[src/hdl/swza_pkg.sv]
// Shared constants, types and helpers of the sliding-window z-score anomaly detector.
`timescale 1ns / 1ps

package swza_pkg;

   localparam int unsigned WINDOW_DEPTH_DEFAULT = 64;
   localparam int unsigned SAMPLE_BITS_DEFAULT  = 24;

   localparam int unsigned COUNT_CFG_BITS = 6;
   localparam int unsigned Z_BITS         = 8;
   localparam int unsigned DEV_BITS       = 16;
   localparam int unsigned Z_FRAC_BITS    = 4;
   localparam int unsigned MUL_DIGIT_BITS = 4;

   localparam int unsigned CSR_INDEX_BITS = 2;
   localparam int unsigned CSR_DATA_BITS  = 16;

   localparam logic [COUNT_CFG_BITS-1:0] MIN_SAMPLES_RESET   = 6'd10;
   localparam logic [COUNT_CFG_BITS-1:0] WINDOW_LEN_RESET    = 6'd50;
   localparam logic [Z_BITS-1:0]         Z_THRESHOLD_RESET   = 8'd48;
   localparam logic [DEV_BITS-1:0]       MIN_DEVIATION_RESET = 16'd512;

   typedef enum logic [CSR_INDEX_BITS-1:0] {
      CSR_MIN_SAMPLES,
      CSR_WINDOW_LEN,
      CSR_Z_THRESHOLD,
      CSR_MIN_DEVIATION
   } swza_csr_type;

   typedef enum logic [3:0] {
      ST_IDLE,
      ST_DROP_RD,
      ST_DROP_SQ,
      ST_APPEND,
      ST_NQ,
      ST_SS,
      ST_NX,
      ST_LL,
      ST_ZZ,
      ST_ZD,
      ST_MD,
      ST_N2,
      ST_FL,
      ST_DIV,
      ST_RESULT
   } swza_state_type;

   typedef struct packed {
      logic start;
      logic div;
   } swza_ctl_type;

   typedef struct packed {
      logic busy;
      logic done;
   } swza_sts_type;

   function automatic int unsigned swza_max(input int unsigned a, input int unsigned b);
      return (a > b) ? a : b;
   endfunction

endpackage

[src/hdl/swza_if.sv]
// Valid/ready channels for sample items and result items.
`timescale 1ns / 1ps

interface swza_req_if #(
   parameter int unsigned SAMPLE_BITS = swza_pkg::SAMPLE_BITS_DEFAULT
);
   logic                   valid;
   logic                   ready;
   logic [SAMPLE_BITS-1:0] rtt_sample;

   modport source (output valid, output rtt_sample, input ready);
   modport sink   (input valid, input rtt_sample, output ready);
endinterface

interface swza_rsp_if #(
   parameter int unsigned SAMPLE_BITS = swza_pkg::SAMPLE_BITS_DEFAULT
);
   logic                   valid;
   logic                   ready;
   logic                   evaluated;
   logic                   anomaly;
   logic [SAMPLE_BITS-1:0] window_mean;

   modport source (output valid, output evaluated, output anomaly, output window_mean,
                   input ready);
   modport sink   (input valid, input evaluated, input anomaly, input window_mean,
                   output ready);
endinterface

[src/hdl/sliding_window_zscore_anomaly_top.sv]
// Sliding-window z-score anomaly detector for round-trip-time samples: top level.
// A zero sample goes straight to the result register. A sample that is appended but not
// evaluated passes only the append state, after the drop states when the window is full; an evaluated sample
// also runs the NQ to DIV states on the shared 4-bit-per-cycle multiplier and 1-bit-per-cycle mean divider.
// Throughput: one item at a time; the next item is taken once the result is registered.
// Reset: synchronous, clears the window and loads the register defaults; no clearing pass.
`timescale 1ns / 1ps

module sliding_window_zscore_anomaly_top #(
   parameter int unsigned WINDOW_DEPTH = swza_pkg::WINDOW_DEPTH_DEFAULT,
   parameter int unsigned SAMPLE_BITS  = swza_pkg::SAMPLE_BITS_DEFAULT
) (
   input  logic                                clock,
   input  logic                                reset,
   swza_req_if.sink                            req_ch,
   swza_rsp_if.source                          rsp_ch,
   input  logic                                csr_write_enable,
   input  logic [swza_pkg::CSR_INDEX_BITS-1:0] csr_index,
   input  logic [swza_pkg::CSR_DATA_BITS-1:0]  csr_write_data
);

   localparam int unsigned CFG_BITS  = swza_pkg::COUNT_CFG_BITS;
   localparam int unsigned Z_BITS    = swza_pkg::Z_BITS;
   localparam int unsigned DEV_BITS  = swza_pkg::DEV_BITS;
   localparam int unsigned PTR_BITS  = $clog2(WINDOW_DEPTH);
   localparam int unsigned CNT_BITS  = $clog2(WINDOW_DEPTH + 1);
   localparam int unsigned SUM_BITS  = SAMPLE_BITS + PTR_BITS;
   localparam int unsigned SQ_BITS   = 2 * SAMPLE_BITS + PTR_BITS;
   localparam int unsigned D_BITS    = CNT_BITS + SQ_BITS;
   localparam int unsigned DIFF_BITS = CNT_BITS + SAMPLE_BITS;
   localparam int unsigned LHS_BITS  = DIFF_BITS + swza_pkg::Z_FRAC_BITS;
   localparam int unsigned BIG_BITS  = 2 * LHS_BITS;
   localparam int unsigned ZZ_BITS   = 2 * Z_BITS;
   localparam int unsigned MD2_BITS  = 2 * DEV_BITS;
   localparam int unsigned N2_BITS   = 2 * CNT_BITS;
   localparam int unsigned SQX_BITS  = 2 * SAMPLE_BITS;
   localparam int unsigned PROD_BITS = swza_pkg::swza_max(ZZ_BITS + D_BITS, BIG_BITS);
   localparam int unsigned OPB_BITS  =
      swza_pkg::swza_max(LHS_BITS, swza_pkg::swza_max(DEV_BITS, N2_BITS));
   localparam int unsigned CMP_BITS  = swza_pkg::swza_max(CNT_BITS, CFG_BITS);

   swza_pkg::swza_state_type state_ff, state_in;

   logic [CFG_BITS-1:0]    min_samples_ff, window_len_ff;
   logic [Z_BITS-1:0]      z_threshold_ff;
   logic [DEV_BITS-1:0]    min_deviation_ff;

   logic [PTR_BITS-1:0]    ptr_ff, ptr_in;
   logic [CNT_BITS-1:0]    count_ff, count_in;
   logic [SUM_BITS-1:0]    sum_ff, sum_in;
   logic [SQ_BITS-1:0]     sq_ff, sq_in;

   logic [SAMPLE_BITS-1:0] x_ff, x_in;
   logic [SAMPLE_BITS-1:0] drop_v_ff, drop_v_in;
   logic                   pre_drop_ff, pre_drop_in;
   logic                   eval_ff, eval_in;
   logic [D_BITS-1:0]      dd_ff, dd_in;
   logic                   pos_ff, pos_in;
   logic [LHS_BITS-1:0]    lhs_ff, lhs_in;
   logic [BIG_BITS-1:0]    big_ff, big_in;
   logic [ZZ_BITS-1:0]     zz_ff, zz_in;
   logic                   above_ff, above_in;
   logic [MD2_BITS-1:0]    md2_ff, md2_in;
   logic [N2_BITS-1:0]     n2_ff, n2_in;
   logic                   over_ff, over_in;
   logic [SAMPLE_BITS-1:0] mean_ff, mean_in;

   logic                   rsp_valid_ff, rsp_valid_in;
   logic                   rsp_eval_ff, rsp_eval_in;
   logic                   rsp_anom_ff, rsp_anom_in;
   logic [SAMPLE_BITS-1:0] rsp_mean_ff, rsp_mean_in;

   swza_pkg::swza_ctl_type unit_ctl;
   swza_pkg::swza_sts_type unit_sts;
   logic [PROD_BITS-1:0]   unit_a;
   logic [OPB_BITS-1:0]    unit_b;
   logic [PROD_BITS-1:0]   unit_result;

   logic                   ram_wr_en;
   logic [PTR_BITS-1:0]    ram_wr_addr;
   logic [SAMPLE_BITS-1:0] ram_rd_data;

   logic                   req_accept;
   logic                   rsp_load;
   logic                   count_full;
   logic                   eval_now;
   logic                   drop_post;
   logic [CNT_BITS:0]      tail_sum;
   logic [CNT_BITS:0]      tail_wrap;
   logic [PTR_BITS-1:0]    ptr_next;
   logic [SUM_BITS:0]      sum_add;
   logic [SQ_BITS:0]       sq_add;
   logic [SQ_BITS-1:0]     v_sq;
   logic [D_BITS-1:0]      ss;
   logic [DIFF_BITS-1:0]   nx;
   logic [DIFF_BITS-1:0]   sum_ext;

   // Configuration registers
   always_ff @(posedge clock) begin
      if (reset) begin
         min_samples_ff   <= swza_pkg::MIN_SAMPLES_RESET;
         window_len_ff    <= swza_pkg::WINDOW_LEN_RESET;
         z_threshold_ff   <= swza_pkg::Z_THRESHOLD_RESET;
         min_deviation_ff <= swza_pkg::MIN_DEVIATION_RESET;
      end else if (csr_write_enable) begin
         case (swza_pkg::swza_csr_type'(csr_index))
            swza_pkg::CSR_MIN_SAMPLES:   min_samples_ff   <= csr_write_data[CFG_BITS-1:0];
            swza_pkg::CSR_WINDOW_LEN:    window_len_ff    <= csr_write_data[CFG_BITS-1:0];
            swza_pkg::CSR_Z_THRESHOLD:   z_threshold_ff   <= csr_write_data[Z_BITS-1:0];
            swza_pkg::CSR_MIN_DEVIATION: min_deviation_ff <= csr_write_data[DEV_BITS-1:0];
            default: ;
         endcase
      end
   end

   assign req_accept = req_ch.valid & req_ch.ready;
   assign rsp_load   = (state_ff == swza_pkg::ST_RESULT) & (~rsp_valid_ff | rsp_ch.ready);
   assign count_full = (count_ff >= CNT_BITS'(WINDOW_DEPTH));
   assign eval_now   = (CMP_BITS'(count_ff) + CMP_BITS'(1)) > CMP_BITS'(min_samples_ff);
   assign drop_post  = CMP_BITS'(count_ff) > CMP_BITS'(window_len_ff);

   assign tail_sum    = (CNT_BITS + 1)'(ptr_ff) + (CNT_BITS + 1)'(count_ff);
   assign tail_wrap   = (tail_sum >= (CNT_BITS + 1)'(WINDOW_DEPTH)) ?
                        tail_sum - (CNT_BITS + 1)'(WINDOW_DEPTH) : tail_sum;
   assign ram_wr_addr = tail_wrap[PTR_BITS-1:0];
   assign ptr_next    = (ptr_ff == PTR_BITS'(WINDOW_DEPTH - 1)) ? '0 : ptr_ff + 1'b1;

   assign sum_add = {1'b0, sum_ff} + (SUM_BITS + 1)'(x_ff);
   assign sq_add  = {1'b0, sq_ff} + (SQ_BITS + 1)'(unit_result[SQX_BITS-1:0]);
   assign v_sq    = SQ_BITS'(unit_result[SQX_BITS-1:0]);
   assign ss      = unit_result[D_BITS-1:0];
   assign nx      = unit_result[DIFF_BITS-1:0];
   assign sum_ext = DIFF_BITS'(sum_ff);

   // Next state
   always_comb begin
      state_in = state_ff;
      case (state_ff)
         swza_pkg::ST_IDLE: begin
            if (req_accept) begin
               if (req_ch.rtt_sample == '0) begin
                  state_in = swza_pkg::ST_RESULT;
               end else if (count_full) begin
                  state_in = swza_pkg::ST_DROP_RD;
               end else begin
                  state_in = swza_pkg::ST_APPEND;
               end
            end
         end
         swza_pkg::ST_DROP_RD: state_in = swza_pkg::ST_DROP_SQ;
         swza_pkg::ST_DROP_SQ: begin
            if (unit_sts.done) begin
               state_in = pre_drop_ff ? swza_pkg::ST_APPEND : swza_pkg::ST_RESULT;
            end
         end
         swza_pkg::ST_APPEND: begin
            if (unit_sts.done) begin
               state_in = eval_now ? swza_pkg::ST_NQ : swza_pkg::ST_RESULT;
            end
         end
         swza_pkg::ST_NQ: if (unit_sts.done) state_in = swza_pkg::ST_SS;
         swza_pkg::ST_SS: if (unit_sts.done) state_in = swza_pkg::ST_NX;
         swza_pkg::ST_NX: if (unit_sts.done) state_in = swza_pkg::ST_LL;
         swza_pkg::ST_LL: begin
            if (!pos_ff) begin
               state_in = swza_pkg::ST_MD;
            end else if (unit_sts.done) begin
               state_in = swza_pkg::ST_ZZ;
            end
         end
         swza_pkg::ST_ZZ: if (unit_sts.done) state_in = swza_pkg::ST_ZD;
         swza_pkg::ST_ZD: if (unit_sts.done) state_in = swza_pkg::ST_MD;
         swza_pkg::ST_MD: if (unit_sts.done) state_in = swza_pkg::ST_N2;
         swza_pkg::ST_N2: if (unit_sts.done) state_in = swza_pkg::ST_FL;
         swza_pkg::ST_FL: if (unit_sts.done) state_in = swza_pkg::ST_DIV;
         swza_pkg::ST_DIV: begin
            if (unit_sts.done) begin
               state_in = drop_post ? swza_pkg::ST_DROP_RD : swza_pkg::ST_RESULT;
            end
         end
         swza_pkg::ST_RESULT: if (rsp_load) state_in = swza_pkg::ST_IDLE;
         default: state_in = swza_pkg::ST_IDLE;
      endcase
   end

   // Outputs of the sequencer
   always_comb begin
      req_ch.ready   = (state_ff == swza_pkg::ST_IDLE);
      unit_ctl.start = 1'b0;
      unit_ctl.div   = 1'b0;
      unit_a         = '0;
      unit_b         = '0;
      ram_wr_en      = 1'b0;
      case (state_ff)
         swza_pkg::ST_DROP_SQ: begin
            unit_ctl.start = ~unit_sts.busy;
            unit_a         = PROD_BITS'(ram_rd_data);
            unit_b         = OPB_BITS'(ram_rd_data);
         end
         swza_pkg::ST_APPEND: begin
            unit_ctl.start = ~unit_sts.busy;
            unit_a         = PROD_BITS'(x_ff);
            unit_b         = OPB_BITS'(x_ff);
            ram_wr_en      = unit_sts.done;
         end
         swza_pkg::ST_NQ: begin
            unit_ctl.start = ~unit_sts.busy;
            unit_a         = PROD_BITS'(sq_ff);
            unit_b         = OPB_BITS'(count_ff);
         end
         swza_pkg::ST_SS: begin
            unit_ctl.start = ~unit_sts.busy;
            unit_a         = PROD_BITS'(sum_ff);
            unit_b         = OPB_BITS'(sum_ff);
         end
         swza_pkg::ST_NX: begin
            unit_ctl.start = ~unit_sts.busy;
            unit_a         = PROD_BITS'(x_ff);
            unit_b         = OPB_BITS'(count_ff);
         end
         swza_pkg::ST_LL: begin
            unit_ctl.start = pos_ff & ~unit_sts.busy;
            unit_a         = PROD_BITS'(lhs_ff);
            unit_b         = OPB_BITS'(lhs_ff);
         end
         swza_pkg::ST_ZZ: begin
            unit_ctl.start = ~unit_sts.busy;
            unit_a         = PROD_BITS'(z_threshold_ff);
            unit_b         = OPB_BITS'(z_threshold_ff);
         end
         swza_pkg::ST_ZD: begin
            unit_ctl.start = ~unit_sts.busy;
            unit_a         = PROD_BITS'(dd_ff);
            unit_b         = OPB_BITS'(zz_ff);
         end
         swza_pkg::ST_MD: begin
            unit_ctl.start = ~unit_sts.busy;
            unit_a         = PROD_BITS'(min_deviation_ff);
            unit_b         = OPB_BITS'(min_deviation_ff);
         end
         swza_pkg::ST_N2: begin
            unit_ctl.start = ~unit_sts.busy;
            unit_a         = PROD_BITS'(count_ff);
            unit_b         = OPB_BITS'(count_ff);
         end
         swza_pkg::ST_FL: begin
            unit_ctl.start = ~unit_sts.busy;
            unit_a         = PROD_BITS'(md2_ff);
            unit_b         = OPB_BITS'(n2_ff);
         end
         swza_pkg::ST_DIV: begin
            unit_ctl.start = ~unit_sts.busy;
            unit_ctl.div   = 1'b1;
            unit_a         = PROD_BITS'(sum_ff);
            unit_b         = OPB_BITS'(count_ff);
         end
         default: ;
      endcase
   end

   // Datapath next values
   always_comb begin
      ptr_in      = ptr_ff;
      count_in    = count_ff;
      sum_in      = sum_ff;
      sq_in       = sq_ff;
      x_in        = x_ff;
      drop_v_in   = drop_v_ff;
      pre_drop_in = pre_drop_ff;
      eval_in     = eval_ff;
      dd_in       = dd_ff;
      pos_in      = pos_ff;
      lhs_in      = lhs_ff;
      big_in      = big_ff;
      zz_in       = zz_ff;
      above_in    = above_ff;
      md2_in      = md2_ff;
      n2_in       = n2_ff;
      over_in     = over_ff;
      mean_in     = mean_ff;
      case (state_ff)
         swza_pkg::ST_IDLE: begin
            if (req_accept) begin
               x_in        = req_ch.rtt_sample;
               eval_in     = 1'b0;
               pre_drop_in = 1'b1;
            end
         end
         swza_pkg::ST_DROP_SQ: begin
            if (unit_ctl.start) begin
               drop_v_in = ram_rd_data;
            end
            if (unit_sts.done) begin
               sum_in   = (sum_ff > SUM_BITS'(drop_v_ff)) ? sum_ff - SUM_BITS'(drop_v_ff) : '0;
               sq_in    = (sq_ff > v_sq) ? sq_ff - v_sq : '0;
               ptr_in   = ptr_next;
               count_in = count_ff - 1'b1;
            end
         end
         swza_pkg::ST_APPEND: begin
            if (unit_sts.done) begin
               sum_in   = sum_add[SUM_BITS] ? '1 : sum_add[SUM_BITS-1:0];
               sq_in    = sq_add[SQ_BITS] ? '1 : sq_add[SQ_BITS-1:0];
               count_in = count_ff + 1'b1;
               eval_in  = eval_now;
            end
         end
         swza_pkg::ST_NQ: if (unit_sts.done) dd_in = unit_result[D_BITS-1:0];
         swza_pkg::ST_SS: if (unit_sts.done) dd_in = (dd_ff > ss) ? dd_ff - ss : '0;
         swza_pkg::ST_NX: begin
            if (unit_sts.done) begin
               pos_in = nx > sum_ext;
               lhs_in = {nx - sum_ext, {swza_pkg::Z_FRAC_BITS{1'b0}}};
            end
         end
         swza_pkg::ST_LL: begin
            if (!pos_ff) begin
               above_in = 1'b0;
            end else if (unit_sts.done) begin
               big_in = unit_result[BIG_BITS-1:0];
            end
         end
         swza_pkg::ST_ZZ: if (unit_sts.done) zz_in = unit_result[ZZ_BITS-1:0];
         swza_pkg::ST_ZD: if (unit_sts.done) above_in = PROD_BITS'(big_ff) > unit_result;
         swza_pkg::ST_MD: if (unit_sts.done) md2_in = unit_result[MD2_BITS-1:0];
         swza_pkg::ST_N2: if (unit_sts.done) n2_in = unit_result[N2_BITS-1:0];
         swza_pkg::ST_FL: if (unit_sts.done) over_in = PROD_BITS'(dd_ff) > unit_result;
         swza_pkg::ST_DIV: begin
            if (unit_sts.done) begin
               mean_in     = unit_result[SAMPLE_BITS-1:0];
               pre_drop_in = 1'b0;
            end
         end
         default: ;
      endcase
   end

   // Result register
   assign rsp_valid_in = rsp_load | (rsp_valid_ff & ~rsp_ch.ready);
   assign rsp_eval_in  = rsp_load ? eval_ff : rsp_eval_ff;
   assign rsp_anom_in  = rsp_load ? (eval_ff & above_ff & over_ff) : rsp_anom_ff;
   assign rsp_mean_in  = rsp_load ? (eval_ff ? mean_ff : '0) : rsp_mean_ff;

   always_ff @(posedge clock) begin
      if (reset) begin
         state_ff     <= swza_pkg::ST_IDLE;
         ptr_ff       <= '0;
         count_ff     <= '0;
         sum_ff       <= '0;
         sq_ff        <= '0;
         rsp_valid_ff <= 1'b0;
      end else begin
         state_ff     <= state_in;
         ptr_ff       <= ptr_in;
         count_ff     <= count_in;
         sum_ff       <= sum_in;
         sq_ff        <= sq_in;
         rsp_valid_ff <= rsp_valid_in;
      end
   end

   always_ff @(posedge clock) begin
      x_ff        <= x_in;
      drop_v_ff   <= drop_v_in;
      pre_drop_ff <= pre_drop_in;
      eval_ff     <= eval_in;
      dd_ff       <= dd_in;
      pos_ff      <= pos_in;
      lhs_ff      <= lhs_in;
      big_ff      <= big_in;
      zz_ff       <= zz_in;
      above_ff    <= above_in;
      md2_ff      <= md2_in;
      n2_ff       <= n2_in;
      over_ff     <= over_in;
      mean_ff     <= mean_in;
      rsp_eval_ff <= rsp_eval_in;
      rsp_anom_ff <= rsp_anom_in;
      rsp_mean_ff <= rsp_mean_in;
   end

   assign rsp_ch.valid       = rsp_valid_ff;
   assign rsp_ch.evaluated   = rsp_eval_ff;
   assign rsp_ch.anomaly     = rsp_anom_ff;
   assign rsp_ch.window_mean = rsp_mean_ff;

   swza_ram #(
      .WIDTH (SAMPLE_BITS),
      .DEPTH (WINDOW_DEPTH)
   ) u_store (
      .clock   (clock),
      .wr_en   (ram_wr_en),
      .wr_addr (ram_wr_addr),
      .wr_data (x_ff),
      .rd_addr (ptr_ff),
      .rd_data (ram_rd_data)
   );

   swza_unit #(
      .PROD_BITS (PROD_BITS),
      .OPB_BITS  (OPB_BITS),
      .DIV_BITS  (CNT_BITS),
      .QUO_BITS  (SAMPLE_BITS)
   ) u_unit (
      .clock  (clock),
      .reset  (reset),
      .ctl    (unit_ctl),
      .opa    (unit_a),
      .opb    (unit_b),
      .sts    (unit_sts),
      .result (unit_result)
   );

   a_count_bound: assert property (@(posedge clock) disable iff (reset)
      count_ff <= CNT_BITS'(WINDOW_DEPTH))
      else $error("window count above store depth");

   a_anomaly_evaluated: assert property (@(posedge clock) disable iff (reset)
      rsp_valid_ff && rsp_anom_ff |-> rsp_eval_ff)
      else $error("anomaly flagged on an item that was not evaluated");

   a_mean_evaluated: assert property (@(posedge clock) disable iff (reset)
      rsp_valid_ff && !rsp_eval_ff |-> rsp_mean_ff == '0)
      else $error("nonzero mean on an item that was not evaluated");

   a_leave_idle: assert property (@(posedge clock) disable iff (reset)
      req_accept |=> state_ff != swza_pkg::ST_IDLE)
      else $error("sequencer stayed idle after taking an item");

   a_unit_free: assert property (@(posedge clock) disable iff (reset)
      unit_ctl.start |-> !unit_sts.busy)
      else $error("shared unit started while busy");

endmodule

[src/hdl/swza_ram.sv]
// Generic single-write, single-read RAM with registered read data.
`timescale 1ns / 1ps

module swza_ram #(
   parameter int unsigned WIDTH = 24,
   parameter int unsigned DEPTH = 64,
   localparam int unsigned ADDR_BITS = $clog2(DEPTH)
) (
   input  logic                 clock,
   input  logic                 wr_en,
   input  logic [ADDR_BITS-1:0] wr_addr,
   input  logic [WIDTH-1:0]     wr_data,
   input  logic [ADDR_BITS-1:0] rd_addr,
   output logic [WIDTH-1:0]     rd_data
);

   logic [WIDTH-1:0] mem_ff [DEPTH];
   logic [WIDTH-1:0] rd_data_ff;

   always_ff @(posedge clock) begin
      if (wr_en) begin
         mem_ff[wr_addr] <= wr_data;
      end
      rd_data_ff <= mem_ff[rd_addr];
   end

   assign rd_data = rd_data_ff;

endmodule

[src/hdl/swza_unit.sv]
// Shared digit-serial multiplier and bit-serial divider of the detector.
`timescale 1ns / 1ps

module swza_unit #(
   parameter int unsigned PROD_BITS = 77,
   parameter int unsigned OPB_BITS  = 35,
   parameter int unsigned DIV_BITS  = 7,
   parameter int unsigned QUO_BITS  = 24
) (
   input  logic                   clock,
   input  logic                   reset,
   input  swza_pkg::swza_ctl_type ctl,
   input  logic [PROD_BITS-1:0]   opa,
   input  logic [OPB_BITS-1:0]    opb,
   output swza_pkg::swza_sts_type sts,
   output logic [PROD_BITS-1:0]   result
);

   localparam int unsigned DIGIT     = swza_pkg::MUL_DIGIT_BITS;
   localparam int unsigned STEP_BITS = $clog2(QUO_BITS + 1);

   logic                 busy_ff, busy_in;
   logic                 div_ff, div_in;
   logic [PROD_BITS-1:0] a_ff, a_in;
   logic [OPB_BITS-1:0]  b_ff, b_in;
   logic [PROD_BITS-1:0] acc_ff, acc_in;
   logic [DIV_BITS-1:0]  rem_ff, rem_in;
   logic [STEP_BITS-1:0] step_ff, step_in;

   logic                 finished;
   logic [PROD_BITS-1:0] partial;
   logic [DIV_BITS:0]    trial;
   logic [DIV_BITS:0]    divisor;
   logic                 trial_ge;

   assign finished = div_ff ? (step_ff == '0) : (b_ff == '0);
   assign partial  = PROD_BITS'(a_ff * PROD_BITS'(b_ff[DIGIT-1:0]));
   assign trial    = {rem_ff, a_ff[QUO_BITS-1]};
   assign divisor  = {1'b0, b_ff[DIV_BITS-1:0]};
   assign trial_ge = (trial >= divisor);

   always_comb begin
      busy_in = busy_ff;
      div_in  = div_ff;
      a_in    = a_ff;
      b_in    = b_ff;
      acc_in  = acc_ff;
      rem_in  = rem_ff;
      step_in = step_ff;
      if (ctl.start) begin
         busy_in = 1'b1;
         div_in  = ctl.div;
         a_in    = opa;
         b_in    = opb;
         acc_in  = '0;
         rem_in  = DIV_BITS'(opa >> QUO_BITS);
         step_in = STEP_BITS'(QUO_BITS);
      end else if (busy_ff && finished) begin
         busy_in = 1'b0;
      end else if (busy_ff && div_ff) begin
         rem_in  = trial_ge ? DIV_BITS'(trial - divisor) : trial[DIV_BITS-1:0];
         acc_in  = {acc_ff[PROD_BITS-2:0], trial_ge};
         a_in    = a_ff << 1;
         step_in = step_ff - 1'b1;
      end else if (busy_ff) begin
         acc_in = acc_ff + partial;
         a_in   = a_ff << DIGIT;
         b_in   = b_ff >> DIGIT;
      end
   end

   always_ff @(posedge clock) begin
      if (reset) begin
         busy_ff <= 1'b0;
      end else begin
         busy_ff <= busy_in;
      end
   end

   always_ff @(posedge clock) begin
      div_ff  <= div_in;
      a_ff    <= a_in;
      b_ff    <= b_in;
      acc_ff  <= acc_in;
      rem_ff  <= rem_in;
      step_ff <= step_in;
   end

   assign sts.busy = busy_ff;
   assign sts.done = busy_ff & finished;
   assign result   = acc_ff;

endmodule

[src/flat_wrapper.sv]
// flat-port wrapper written by rule: the top's interface ports become plain ports
module sliding_window_zscore_anomaly_top_flat 
#(
   parameter int unsigned WINDOW_DEPTH = swza_pkg::WINDOW_DEPTH_DEFAULT,
   parameter int unsigned SAMPLE_BITS  = swza_pkg::SAMPLE_BITS_DEFAULT
)
  (clock, reset, csr_write_enable, csr_index, csr_write_data, req_ch_valid, req_ch_rtt_sample, req_ch_ready, rsp_ch_valid, rsp_ch_evaluated, rsp_ch_anomaly, rsp_ch_window_mean, rsp_ch_ready);
  swza_req_if #(.SAMPLE_BITS(SAMPLE_BITS)) req_ch_i ();
  swza_rsp_if #(.SAMPLE_BITS(SAMPLE_BITS)) rsp_ch_i ();
  input  logic clock;
  input  logic reset;
  input  logic csr_write_enable;
  input  logic [swza_pkg::CSR_INDEX_BITS-1:0] csr_index;
  input  logic [swza_pkg::CSR_DATA_BITS-1:0] csr_write_data;
  input wire logic [$bits(req_ch_i.valid)-1:0] req_ch_valid;
  input wire logic [$bits(req_ch_i.rtt_sample)-1:0] req_ch_rtt_sample;
  output wire logic [$bits(req_ch_i.ready)-1:0] req_ch_ready;
  output wire logic [$bits(rsp_ch_i.valid)-1:0] rsp_ch_valid;
  output wire logic [$bits(rsp_ch_i.evaluated)-1:0] rsp_ch_evaluated;
  output wire logic [$bits(rsp_ch_i.anomaly)-1:0] rsp_ch_anomaly;
  output wire logic [$bits(rsp_ch_i.window_mean)-1:0] rsp_ch_window_mean;
  input wire logic [$bits(rsp_ch_i.ready)-1:0] rsp_ch_ready;
  assign req_ch_i.valid = req_ch_valid;
  assign req_ch_i.rtt_sample = req_ch_rtt_sample;
  assign req_ch_ready = req_ch_i.ready;
  assign rsp_ch_valid = rsp_ch_i.valid;
  assign rsp_ch_evaluated = rsp_ch_i.evaluated;
  assign rsp_ch_anomaly = rsp_ch_i.anomaly;
  assign rsp_ch_window_mean = rsp_ch_i.window_mean;
  assign rsp_ch_i.ready = rsp_ch_ready;
  sliding_window_zscore_anomaly_top #(.WINDOW_DEPTH(WINDOW_DEPTH), .SAMPLE_BITS(SAMPLE_BITS)) u_core (.clock(clock), .reset(reset), .req_ch(req_ch_i), .rsp_ch(rsp_ch_i), .csr_write_enable(csr_write_enable), .csr_index(csr_index), .csr_write_data(csr_write_data));
endmodule
[config.mk]
export PLATFORM = sky130hd
export DESIGN_NAME = sliding_window_zscore_anomaly_top_flat
export DESIGN_NICKNAME = d
export VERILOG_FILES = /design/src/hdl/swza_pkg.sv /design/src/hdl/swza_if.sv /design/src/hdl/sliding_window_zscore_anomaly_top.sv /design/src/hdl/swza_ram.sv /design/src/hdl/swza_unit.sv /design/src/flat_wrapper.sv
export SDC_FILE = /design/constraint.sdc
export NUM_CORES = 2
export LEC_CHECK = 0
export BUFFER_PORTS_ARGS = -buffer_cell sky130_fd_sc_hd__buf_2
export CAP_MARGIN = 25
export CORE_ASPECT_RATIO = 1.25
export CORE_UTILIZATION = 43
export DETAILED_ROUTE_END_ITERATION = 6
export GPL_ROUTABILITY_DRIVEN = 0
export PLACE_DENSITY = 0.58
export SKIP_LAST_GASP = 1
export SYNTH_ARGS = -nofsm -noshare
export SYNTH_HDL_FRONTEND = slang
export SYNTH_SLANG_ARGS = --single-unit
[constraint.sdc]
create_clock -name clock -period 15.12 [get_ports clock]
set_clock_uncertainty 0.05 [all_clocks]
set_input_delay 1.512 -clock clock [delete_from_list [all_inputs] [get_ports clock]]
set_output_delay 1.512 -clock clock [all_outputs]
set_load 0.02 [all_outputs]
==> flow_metrics.tcl <==
set metrics [dict create \
    power-per-cell-area_nw_per_um2 208 \
    ys_seq_area_share_pct 56.5 \
    synth_edf_count 1983 \
    detail_route.first_pass.iterations 7 \
    timing.critical_path.cells "buf_4, nand2_1, fa_1, fa_1, fa_1, inv_1, ha_1, a211oi_1, o21bai_1, a21o_1, a311oi_1, o211ai_1, nand4_1, a21oi_1, o211ai_1, o31a_1, xor2_1, a22oi_1" \
    slew_headroom_pct 19.5 \
    max_stage_delay_ns 0.65 \
    wl_per_cell_um 29.9 \
    maxCapViolations 0 \
    timing.final.crit_share_pct 42.4 \
    fillerInstances 22985 \
    final.setup.worst_slack_ns 8.71 \
    ctsLongestPathBuffers 4 \
    timing_worst_slew_pin_value_ns 1.20 \
    route.detailed.vias_per_inst 6.16 \
    cts_buf_count 233 \
    post_synth_instance_area_um2 114000 \
    worst-endpoint-arrival_ns 7.09 \
    critical_path.startpoint "u_core.u_unit.b_ff[3]" \
    net_count_synth 9265 \
    synth.top_cells.by_area "sky130_fd_sc_hd__edfxtp_1 52%, sky130_fd_sc_hd__mux4_2 9.9%, sky130_fd_sc_hd__ha_1 4.5%" \
    initial_core_utilization_pct 43.2 \
    design.final.nets 9343 \
    violations_in_the_final_reports "DRC" \
    cp_num_cells 18 \
    critical_path.n_buffers_inverters 2 \
    antenna_violating_nets_post_route 0 \
    detailedPlace.worstSlack_ns 8.71 \
    number_of_antenna_violations_at_the_first_check_in_global_routing 38 \
    yosysWarnings 0 \
    die_y_um 578 \
    synthArstFlopShare_pct 0 \
    core.rowCount 211 \
    critical_path_data_required_time_ns 15.80 \
    drc 3 \
    path_class "reg -> reg" \
    ffs_latches_synth 2228 \
    postSynthCellCount 8575 \
    cts.sinks 2228 \
    port-buffer-count 74 \
    sequential_cell_area_um2 64500 \
    vias_in_the_first_global_route 76158 \
    rsz0062_at_grt "no" \
    worst_path_dominant_cell_family "compound AO/OA/AOI/OAI gates" \
    post-route-cell-area_um2 127000 \
    fp.dieW_um 463 \
    holdBufCountCts 0 \
    rr_endpoint "u_core.u_unit.result[73]" \
    detailed_place.area_um2 120000 \
    place.detailed.hpwl_um 251000 \
    grt.total_usage_pct 27.2 \
    worstSetupStartpointType "flop" \
    avgSynthCellArea_um2 13.3 \
    timing.fmax_mhz 156 \
    area_of_the_multi_input_gates_um2 46400 \
    post_route_cells_drive_above_1_share_pct 14.6 \
    ctsHtreeMaxLevel 4 \
    area.growth.synth_to_final_pct 11.4 \
    routed_wl_um 369000 \
    cpMostUsedCell "sky130_fd_sc_hd__fa_1" \
    floorplan.die_area_um2 268000 \
    endpoint_of_the_most_critical_setup_path "u_core.u_unit.result[73]" \
    timing.reg2reg.worst_path_depth 18 \
    post_cts_resize_count 0 \
    synth_top_area_share_pct 52.2 \
    grt_start_max_net_pins 156 \
    number_of_slew_limit_violations_in_the_final_report 0 \
    setup_viol 0 \
    utilization_of_the_core_after_routing_pct 48.1 \
    finalHoldViolCount 0 \
    grt_pass1_wl_um 532000 \
    worst_skew_pair_latency_ns 0.92 \
    class_of_the_tightest_hold_or_removal_check "reg -> reg" \
    cts_root_buffer "sky130_fd_sc_hd__clkbuf_16" \
    vias 76218 \
    primary_flip_flop_cell_chosen_by_synthesis_mapping "sky130_fd_sc_hd__edfxtp_1" \
    maximum_vdd_drop_mv 0.198 \
    synth_cell_types 94 \
    gr-total-overflow 0 \
    power_leakage_nw 44.6 \
    cts_setup_buffers 0 \
    cp-end-kind "flop" \
    status "finished with violations" \
    post-synth-top-area-cell "sky130_fd_sc_hd__edfxtp_1" \
    cpMaxStageDelayCell "sky130_fd_sc_hd__a311oi_1" \
    final.setup.tns_ns 0 \
    worstPathMaxFanout 75 \
    ios 75 \
    rr_startpoint "u_core.u_unit.b_ff[3]" \
    final.min_clock_period_ns 6.41 \
    worst-r2r-setup-slack_ns 8.71 \
    placeable_core_region_um2 264000 \
    cts_tree "yes" \
    path_clk_slew_ns 0.06 \
    detailedRoute.firstIterationViolations 8224 \
]
==> kinds of logic after synthesis <==
family | synth area share, %
AO/OA/AOI/OAI | 11.4
XOR/XNOR | 1.77
adder cells (fa/ha/maj) | 8.55
buffers and inverters | 3.35
flip-flops | 56.5
multiplexers | 10.1
AND/OR/NAND/NOR | 8.36
==> flip-flops by register name, summed over array words and instances, names as in the netlist, 6 cells and up <==
register	count
u_core.u_unit.rem_ff	7
u_core.sum_ff	30
u_core.sq_ff	54
u_core.x_ff	24
u_core.rsp_ch.window_mean	24
u_core.u_store.rd_data	24
u_core.count_ff	7
u_core.min_deviation_ff	16
u_core.z_threshold_ff	8
u_core.md2_ff	32
u_core.u_unit.b_ff	35
u_core.lhs_ff	31
u_core.zz_ff	16
u_core.mean_ff	24
u_core.window_len_ff	6
u_core.u_store.mem_ff	1536
u_core.drop_v_ff	24
u_core.n2_ff	14
u_core.big_ff	70
u_core.dd_ff	61
u_core.min_samples_ff	6
u_core.ptr_ff	6
u_core.u_unit.result	77
u_core.u_unit.a_ff	77
==> worst register-to-register path, stage by stage (launching register included) <==
cell	delay, ns
sky130_fd_sc_hd__edfxtp_1	0.33
sky130_fd_sc_hd__buf_4	0.59
sky130_fd_sc_hd__nand2_1	0.18
sky130_fd_sc_hd__fa_1	0.55
sky130_fd_sc_hd__fa_1	0.52
sky130_fd_sc_hd__fa_1	0.51
sky130_fd_sc_hd__inv_1	0.04
sky130_fd_sc_hd__ha_1	0.35
sky130_fd_sc_hd__a211oi_1	0.33
sky130_fd_sc_hd__o21bai_1	0.14
sky130_fd_sc_hd__a21o_1	0.27
sky130_fd_sc_hd__a311oi_1	0.65
sky130_fd_sc_hd__o211ai_1	0.37
sky130_fd_sc_hd__nand4_1	0.25
sky130_fd_sc_hd__a21oi_1	0.15
sky130_fd_sc_hd__o211ai_1	0.54
sky130_fd_sc_hd__o31a_1	0.23
sky130_fd_sc_hd__xor2_1	0.15
sky130_fd_sc_hd__a22oi_1	0.08
==> cells in the mapped netlist, types with 51 or more instances <==
master,n
sky130_fd_sc_hd__o31ai_1,58
sky130_fd_sc_hd__nor2b_1,53
sky130_fd_sc_hd__nor2_1,426
sky130_fd_sc_hd__fa_1,229
sky130_fd_sc_hd__nand2_1,586
sky130_fd_sc_hd__edfxtp_1,1983
sky130_fd_sc_hd__xor2_1,84
sky130_fd_sc_hd__a211oi_1,54
sky130_fd_sc_hd__inv_1,556
sky130_fd_sc_hd__a21oi_1,524
sky130_fd_sc_hd__mux4_2,504
sky130_fd_sc_hd__ha_1,414
sky130_fd_sc_hd__nand4_1,78
sky130_fd_sc_hd__nor3_1,108
sky130_fd_sc_hd__a31oi_1,89
sky130_fd_sc_hd__dfxtp_1,245
sky130_fd_sc_hd__a21o_1,194
sky130_fd_sc_hd__clkbuf_1,356
sky130_fd_sc_hd__o21bai_1,66
sky130_fd_sc_hd__nand3_1,173
sky130_fd_sc_hd__and2_1,319
sky130_fd_sc_hd__nor4_1,51
sky130_fd_sc_hd__o21ai_0,355
sky130_fd_sc_hd__xnor2_1,147
sky130_fd_sc_hd__buf_1,59
sky130_fd_sc_hd__a22oi_1,165
==> where the power goes <==
part	internal, mW	total (mW)	switching (mW)	leakage [nW]
Sequential	7.47	7.86	0.394	20.0
Combinational	4.52	12.9	8.35	20.9
Clock	3.27	5.72	2.45	3.66
Total	15.3	26.4	11.2	44.6
==> how the worst min path moves through the flow <==
stage | from | to | slack, ns | depth (start not counted)
final | u_core.u_unit.result[68] | u_core.big_ff[68] | 0.39 | 0
after CTS | u_core.u_unit.result[68] | u_core.big_ff[68] | 0.38 | 0
after detailed placement | u_core.u_unit.result[68] | u_core.big_ff[68] | 0.37 | 0
after global placement | u_core.u_unit.result[68] | u_core.big_ff[68] | 0.37 | 0
after floorplan | u_core.u_store.rd_data[10] | u_core.drop_v_ff[10] | 0.36 | 0
after global routing | u_core.u_unit.result[68] | u_core.big_ff[68] | 0.39 | 0
==> metrics by stage <==
stage / std cells / hold slack [ns] / power, mW
after global routing: 12366 / 0.391 / 28.1
after floorplan: 8575 / 0.358 / 17.0
final: 12374 / 0.385 / 26.4
after CTS: 12355 / 0.382 / 26.4
after detailed placement: 11927 / 0.369 / 20.6
after global placement: 11907 / 0.370 / 20.5
==> layout make-up <==
type                            instances  share of cell area (%)
Antenna cell                           14                  0.0275
Sequential cell                      2228                    50.7
Timing Repair Buffer                  286                    1.81
Multi-Input combinational cell       5344                    36.5
Clock inverter                        138                   0.967
Inverter                              560                    1.65
Clock buffer                          290                    4.91
Tap cell                             3514                    3.46
==> routing by layer <==
layer | track usage [%] | wire [um] | part of all wire, % | vias to the layer above
met5 | 0 | 142 | 0.038 | -
met4 | 17.0 | 27200 | 7.4 | 22
met3 | 4.24 | 25200 | 6.8 | 949
met2 | 46.3 | 181000 | 49 | 3363
met1 | 32.3 | 136000 | 37 | 38948
li1 | - | - | - | 32936
==> cell usage in the layout, fill, tap and decap left out, types with 185 or more instances in the layout <==
master                      count
sky130_fd_sc_hd__ha_1         414
sky130_fd_sc_hd__and2_1       318
sky130_fd_sc_hd__buf_4        185
sky130_fd_sc_hd__mux4_2       504
sky130_fd_sc_hd__a21oi_1      524
sky130_fd_sc_hd__nand2_1      582
sky130_fd_sc_hd__dfxtp_1      239
sky130_fd_sc_hd__edfxtp_1    1983
sky130_fd_sc_hd__fa_1         229
sky130_fd_sc_hd__o21ai_0      354
sky130_fd_sc_hd__clkbuf_16    236
sky130_fd_sc_hd__a21o_1       194
sky130_fd_sc_hd__nor2_1       353
sky130_fd_sc_hd__inv_1        555
(Power assumes the default switching activity.)
